[src/rtl/mpe_pkg.sv]
// shared types and constants for the matrix product engine
package mpe_pkg;

  localparam int unsigned DIM_W   = 7;   // width of the dimension registers
  localparam int unsigned IDX_W   = 6;   // width of row and column indexes
  localparam int unsigned ELEM_W  = 16;  // Q8.8 element
  localparam int unsigned PROD_W  = 32;  // Q16.16 single term
  localparam int unsigned ACC_W   = 38;  // Q22.16 accumulated sum
  localparam int unsigned CFG_A_W = 2;   // configuration register index

  typedef enum logic [1:0] {
    MODE_WR_A = 2'd0,
    MODE_WR_B = 2'd1,
    MODE_RD   = 2'd2,
    MODE_NONE = 2'd3
  } mode_t;

  typedef enum logic [CFG_A_W-1:0] {
    REG_ROW   = 2'd0,
    REG_COL   = 2'd1,
    REG_INNER = 2'd2,
    REG_NONE  = 2'd3
  } cfg_reg_t;

  typedef enum logic [1:0] {
    S_IDLE,
    S_ISSUE,
    S_WAIT
  } state_t;

  // sideband that travels with each store read down the multiply-add pipe
  typedef struct packed {
    logic valid;
    logic first;
    logic last;
  } mac_ctl_t;

endpackage

[src/rtl/mpe_mac.sv]
// multiply-accumulate pipe fed by the two element stores
module mpe_mac (
  input  logic                              clk,
  input  logic                              rst_n,
  input  mpe_pkg::mac_ctl_t                 ctl,
  input  logic signed [mpe_pkg::ELEM_W-1:0] a_data,
  input  logic signed [mpe_pkg::ELEM_W-1:0] b_data,
  output logic signed [mpe_pkg::ACC_W-1:0]  acc,
  output logic                              done
);
  import mpe_pkg::*;

  mac_ctl_t                 ctl_d1_r;
  mac_ctl_t                 ctl_d2_r;
  logic signed [PROD_W-1:0] prod_r;
  logic signed [ACC_W-1:0]  acc_r;
  logic signed [ACC_W-1:0]  acc_nxt;
  logic                     done_r;

  // ctl_d1 lines up with the ram read data
  always_ff @(posedge clk) begin
    if (!rst_n) begin
      ctl_d1_r <= '0;
      ctl_d2_r <= '0;
      done_r   <= 1'b0;
    end else begin
      ctl_d1_r <= ctl;
      ctl_d2_r <= ctl_d1_r;
      done_r   <= ctl_d2_r.valid && ctl_d2_r.last;
    end
  end

  always_ff @(posedge clk) begin
    prod_r <= a_data * b_data;
    if (ctl_d2_r.valid) begin
      acc_r <= acc_nxt;
    end
  end

  // sum wraps at the accumulator width
  always_comb begin
    if (ctl_d2_r.first) begin
      acc_nxt = ACC_W'(prod_r);
    end else begin
      acc_nxt = acc_r + ACC_W'(prod_r);
    end
  end

  assign acc  = acc_r;
  assign done = done_r;

endmodule

[config.mk]
export PLATFORM = sky130hd
export DESIGN_NAME = mpe_mac
export DESIGN_NICKNAME = d
export VERILOG_FILES = /design/src/rtl/mpe_pkg.sv /design/src/rtl/mpe_mac.sv
export SDC_FILE = /design/constraint.sdc
export NUM_CORES = 1
export LEC_CHECK = 0
export ABC_CLOCK_PERIOD_IN_PS = 13100
export CAP_MARGIN = 20
export CORE_ASPECT_RATIO = 1.1
export CORE_MARGIN = 2
export CORE_UTILIZATION = 30
export DETAILED_ROUTE_END_ITERATION = 7
export DONT_BUFFER_PORTS = 1
export SLEW_MARGIN = 40
export SYNTH_ARGS = -nofsm -noshare
export SYNTH_HDL_FRONTEND = slang
export SYNTH_SLANG_ARGS = --single-unit
[constraint.sdc]
create_clock -name clk -period 13.1 [get_ports clk]
set_input_delay 2.62 -clock clk [delete_from_list [all_inputs] [get_ports clk]]
set_output_delay 2.62 -clock clk [all_outputs]
set_load 0.01 [all_outputs]
==> results.sh, run 1 <==
export IMPL_start_kind="input pin"
export IMPL_yosysSeqAreaShare_pct=13.6
export IMPL_clk_latency_ps=330
export IMPL_place_gp_congestion=0.859
export IMPL_end_kind="flop"
export IMPL_drt_iter0_markers=491
export IMPL_critPathTopFamily="adder cells"
export IMPL_hold_viol_final=0
export IMPL_drc_errors=0
export IMPL_viasPerCell=4.78
export IMPL_grt_overflow_total=0
export IMPL_final_cell_mix="298 x inv_1, 263 x fa_1, 171 x nand2_1, 135 x and2_1, 119 x ha_1"
export IMPL_grt_first_pass_wirelength_mm=56.2
export IMPL_synth_cells=1525
export IMPL_ys_types=61
export IMPL_clk_pin_slew_ps=60
export IMPL_ant_nets=0
export IMPL_critPathBufInv=3
export IMPL_synthesis_area_sq_um=14100
export IMPL_grt_max_degree=82
export IMPL_io_buffers=0
export IMPL_ys_seq_elements=77
export IMPL_wl_per_cell_microns=16.3
export IMPL_final_common_cell="inv_1"
export IMPL_max_freq_mhz=127
export IMPL_m1WireLength_mm=16.1
export IMPL_tightestPinTransition_ps=776
export IMPL_hold_class="flop to flop"
export IMPL_area_growth_pct=6.31
export IMPL_hpwl_mm=28.4
export IMPL_slowest_delay_ps=520
export IMPL_finalSetupTns_ps=0
export IMPL_clock_root_buffer="clkbuf_16"
export IMPL_worstSetupPathType="input pin to flop"
export IMPL_drt_wl_total_mm=34.0
export IMPL_clock_tree_buffer_depth=2
export IMPL_fillers=4806
export IMPL_start_util_pct=30.3
export IMPL_critical_path_slowest_cell="fa_1"
export IMPL_cts_tree="yes"
export IMPL_crit_fanout=14
export IMPL_ctsHoldBuffers=0
export IMPL_die_w_microns=211
export IMPL_grt_pass1_vias=10800
export IMPL_num_antenna_cells=0
export IMPL_rows=83
export IMPL_htreeDepth=3
export IMPL_status="completed"
export IMPL_slew_headroom_pct=48.3
export IMPL_post_cts_setup_buffer_count=0
export IMPL_fp_coreArea_sq_um=46600
export IMPL_worst_ep_arrival_time_ps=8110
export IMPL_finalCriticalPeriod_ps=7890
export IMPL_finalClockSkew_ps=5.40
export IMPL_cts_num_sinks=77
export IMPL_avgSynthCellArea_sq_um=9.27
export IMPL_die_y_microns=232
export IMPL_synthFlopType="dfxtp_1"
export IMPL_finalNetCount=1909
export IMPL_drive_above_1_share_pct=1.94
export IMPL_worst_path_most_repeated_cell="fa_1"
export IMPL_first_pass_iters=5
export IMPL_drv_slew=0
export IMPL_crit_path_cell_trace="inv_1, nor2_1, fa_1, fa_1, fa_1, fa_1, fa_1, inv_1, fa_1, inv_1, ha_1, a21oi_1, o21ai_1, o41ai_1, nor2_1, a2111o_1, a31oi_2, o21bai_1, xor2_1"
export IMPL_cp_required_ps=13310
export IMPL_synth_edff_count=38
export IMPL_route_met3_wl_mm=1.68
export IMPL_drv_cap=0
export IMPL_synth_async_reset_ratio_pct=0
export IMPL_die_area_sq_um=48900
export IMPL_antenna_found_initial=0
export IMPL_vias=9996
export IMPL_ios=76
export IMPL_ctsResizeCount=0
export IMPL_syn_nets=1944
export IMPL_rsz0062_at_grt="false"
export IMPL_setup_viol=0
export IMPL_grt_total_usage_pct=14.4
export IMPL_yosysWarnings=0
export IMPL_post_route_period_util_pct=60.2
export IMPL_wl_met2_mm=15.9
export IMPL_cts_buffers=9
export IMPL_top_layer_used="met4"
==> cell families (layout without fill, tap and decap cells) <==
family / Yosys count / after routing / synth area share [%]
simple gates: 460 / 460 / 16.5
fa+ha+maj: 382 / 382 / 47.8
buf+inv: 345 / 315 / 9.16
compound gates: 200 / 200 / 9.09
flops: 77 / 77 / 13.6
xor+xnor: 57 / 57 / 3.53
mux: 4 / 4 / 0.292
==> layout make-up <==
type / instances / area [sq um] / area share (%)
clock inverter: 6 / 60.1 / 0.400
multi-input combinational: 1103 / 10900 / 72.7
sequential: 77 / 1930 / 12.8
timing repair buffer: 1 / 7.51 / 0.0500
clock buffer: 10 / 250 / 1.67
tap: 595 / 744 / 4.96
inverter: 298 / 1120 / 7.45
==> synthesized netlist by cell type (19+ instances only) <==
cell type	instances	area [sq um]
nand3_1	19	95.1
clkbuf_1	44	165
ha_1	119	1490
edfxtp_1	38	1140
o21ai_0	31	155
fa_1	263	5270
dfxtp_1	39	781
and2_1	135	845
xor2_1	20	175
nor2_1	50	188
inv_1	298	1120
a21oi_1	56	280
o21ai_1	25	125
xnor2_1	37	324
nand2_1	171	642
==> flip-flops by register name, summed over array words and instances, names as in the netlist <==
register and cells:
done 1, ctl_d1_r 3, acc 38, prod_r 32, ctl_d2_r 3
==> path summary, 6_finish.rpt <==
check	start	end	slack (ps)	cells after the start
worst max-delay path	b_data[15]	prod_r[28]	5210	19
worst min-delay path	ctl_d1_r[0]	ctl_d2_r[0]	430	1
worst max register to register	acc[1]	acc[25]	9610	9
worst min register to register	ctl_d1_r[0]	ctl_d2_r[0]	430	1
==> routing by layer <==
metal  vias up  GRT usage, %
met4         0          2.27
li1       4719             -
met1      5042          19.4
met2       211          24.7
met5         -             0
met3        24          2.22
==> through the flow <==
stage | instance area, sq um | utilization (%) | setup slack [ps] | instances | hold slack [ps]
2_1_floorplan | 14100 | - | 5080 | 1525 | 412
3_3_place_gp | 14700 | 31.5 | 5000 | 2074 | 421
3_5_place_dp | 14700 | 31.5 | 4910 | 2074 | 418
4_1_cts | 15000 | 32.2 | 5260 | 2090 | 437
5_1_grt | 15000 | 32.2 | 4980 | 2090 | 455
6_report | 15000 | 32.2 | 5210 | 2090 | 433
Power of run 1 is left out: the tool's default activity adds up to more than one toggle a clock period on the data nets, which glitch-free logic cannot reach.
==> run 2, diff against run 1 <==
Settings changed: ABC_CLOCK_PERIOD_IN_PS 13100 to 6410.
Clock period 13.1 ns to 6.41 ns, I/O delays scaled along.
==> run 2 against run 1 <==
Utilization rose by 0.67 points. Non-clock buffer count rose by 32. Largest cell class unchanged. Count of clock-buffer cells in the layout did not move. Final area rose by 2.1%.
==> results.sh, run 2 (synthesis gave the netlist of run 1 again) <==
export IMPL_drc_errors=0
export IMPL_setup_viol=0
export IMPL_end_kind="flop"
export IMPL_cp_required_ps=6640
export IMPL_largest_register_ffs=38
export IMPL_drt_wl_total_mm=34.1
export IMPL_start_util_pct=30.3
export IMPL_die_w_microns=211
export IMPL_drv_slew=0
export IMPL_top_layer_used="met4"
export IMPL_ctsHoldBuffers=0
export IMPL_route_met3_wl_mm=1.21
export IMPL_fp_coreArea_sq_um=46600
export IMPL_start_kind="input pin"
export IMPL_crit_path_cell_trace="and2_1, fa_1, fa_1, ha_1, fa_1, inv_1, fa_1, fa_1, inv_1, ha_1, or4_1, a211oi_2, o31a_2, a31oi_4, a2111o_1, a31oi_2, o21bai_1, xor2_1"
export IMPL_worstSetupPathType="input pin to flop"
export IMPL_reg2reg_slack_ps=2820
export IMPL_first_pass_iters=5
export IMPL_io_buffers=0
export IMPL_hpwl_mm=28.9
export IMPL_tightestPinTransition_ps=782
export IMPL_viasPerCell=4.78
export IMPL_startpoint="a_data[3]"
export IMPL_grt_overflow_total=0
export IMPL_max_freq_mhz=161
export IMPL_critical_path_slowest_cell="fa_1"
export IMPL_finalNetCount=1941
export IMPL_grt_pass1_vias=11200
export IMPL_htreeDepth=3
export IMPL_cts_num_sinks=77
export IMPL_antenna_found_initial=1
export IMPL_grt_max_degree=82
export IMPL_worst_ep_arrival_time_ps=6420
export IMPL_clk_latency_ps=340
export IMPL_clock_root_buffer="clkbuf_16"
export IMPL_finalCriticalPeriod_ps=6200
export IMPL_final_common_cell="inv_1"
export IMPL_clk_pin_slew_ps=60
export IMPL_slew_headroom_pct=46.5
export IMPL_rows=83
export IMPL_die_y_microns=232
export IMPL_stdcell_area_sq_um=15300
export IMPL_die_area_sq_um=48900
export IMPL_hold_class="flop to flop"
export IMPL_rsz0062_at_grt="false"
export IMPL_hold_viol_final=0
export IMPL_area_growth_pct=8.52
export IMPL_slowest_delay_ps=580
export IMPL_status="completed"
export IMPL_ios=76
export IMPL_wl_per_cell_microns=16.1
export IMPL_grt_first_pass_wirelength_mm=57.9
export IMPL_crit_fanout=16
export IMPL_place_gp_congestion=0.841
export IMPL_ant_nets=0
export IMPL_r2r_end="acc[25]"
export IMPL_final_cell_mix="298 x inv_1, 262 x fa_1, 171 x nand2_1, 134 x and2_1, 116 x ha_1"
export IMPL_r2r_cells=9
export IMPL_worst_path_most_repeated_cell="fa_1"
export IMPL_wl_met2_mm=17.7
export IMPL_drv_cap=0
export IMPL_num_antenna_cells=0
export IMPL_post_cts_setup_buffer_count=0
export IMPL_post_route_period_util_pct=96.7
export IMPL_clock_tree_buffer_depth=2
export IMPL_grt_total_usage_pct=14.9
export IMPL_worstSetupEndpoint="prod_r[28]"
export IMPL_timing_rr_start="acc[1]"
export IMPL_m1WireLength_mm=14.2
export IMPL_drt_iter0_markers=454
export IMPL_drive_above_1_share_pct=4.72
export IMPL_vias=10100
export IMPL_cts_tree="yes"
export IMPL_place_area_sq_um=15000
export IMPL_finalClockSkew_ps=11.2
export IMPL_cts_buffers=9
-- run 2: repair_timing --
| action | 4_1_cts | 5_1_grt |
|---|---|---|
| endpoints found under the hold margin | 0 | 0 |
| endpoints found under the setup margin | 0 | 2 |
| resized for setup | 0 | 2 |
-- run 2: cell type report --
cell class | count | area (sq um)
clock buffer | 10 | 250
inverter | 298 | 1120
tap | 595 | 744
timing repair buffer | 33 | 248
clock inverter | 6 | 47.5
fill | 4796 | 31300
multi-input combinational | 1103 | 11000
sequential | 77 | 1930
-- run 2: routing by layer --
| metal | track usage [%] | vias up |
|---|---|---|
| li1 | - | 4797 |
| met1 | 17.8 | 5102 |
| met2 | 27.6 | 189 |
| met3 | 1.63 | 51 |
| met4 | 4.86 | 0 |
| met5 | 0 | - |
-- run 2: worst min path at each step --
| stage | from | end | slack (ps) | cells after the start |
|---|---|---|---|---|
| 3_5_place_dp | ctl_d1_r[0] | ctl_d2_r[0] | 420 | 1 |
| 3_3_place_gp | ctl_d1_r[0] | ctl_d2_r[0] | 420 | 1 |
| 4_1_cts | ctl_d1_r[0] | ctl_d2_r[0] | 440 | 1 |
| 2_1_floorplan | ctl_d1_r[0] | ctl_d2_r[0] | 410 | 1 |
| 6_report | ctl_d1_r[1] | ctl_d2_r[1] | 440 | 1 |
| 5_1_grt | ctl_d1_r[1] | ctl_d2_r[1] | 450 | 1 |
-- run 2: stage by stage --
step	std cells	setup TNS [ps]	hold WS (ps)	util (%)	worst slack (ps)
finish	2122	0	441	32.9	214
global route	2122	0	451	32.9	6.64
CTS	2122	0	444	32.9	161
detailed placement	2106	-806	420	32.2	-198
global placement	2106	-185	425	32.2	-88.3
floorplan	1525	0	412	-	6.79
-- run 2: worst max-delay path: cells and delay by family --
family | cells | cell delay, ps
buffers and inverters | 2 | 90
and+or+nand+nor | 2 | 730
adders and majority gates | 7 | 2840
AOI/OAI and AO/OA | 6 | 1320
xor gates and xnor gates | 1 | 150
Power of run 2 is left out for the same reason.
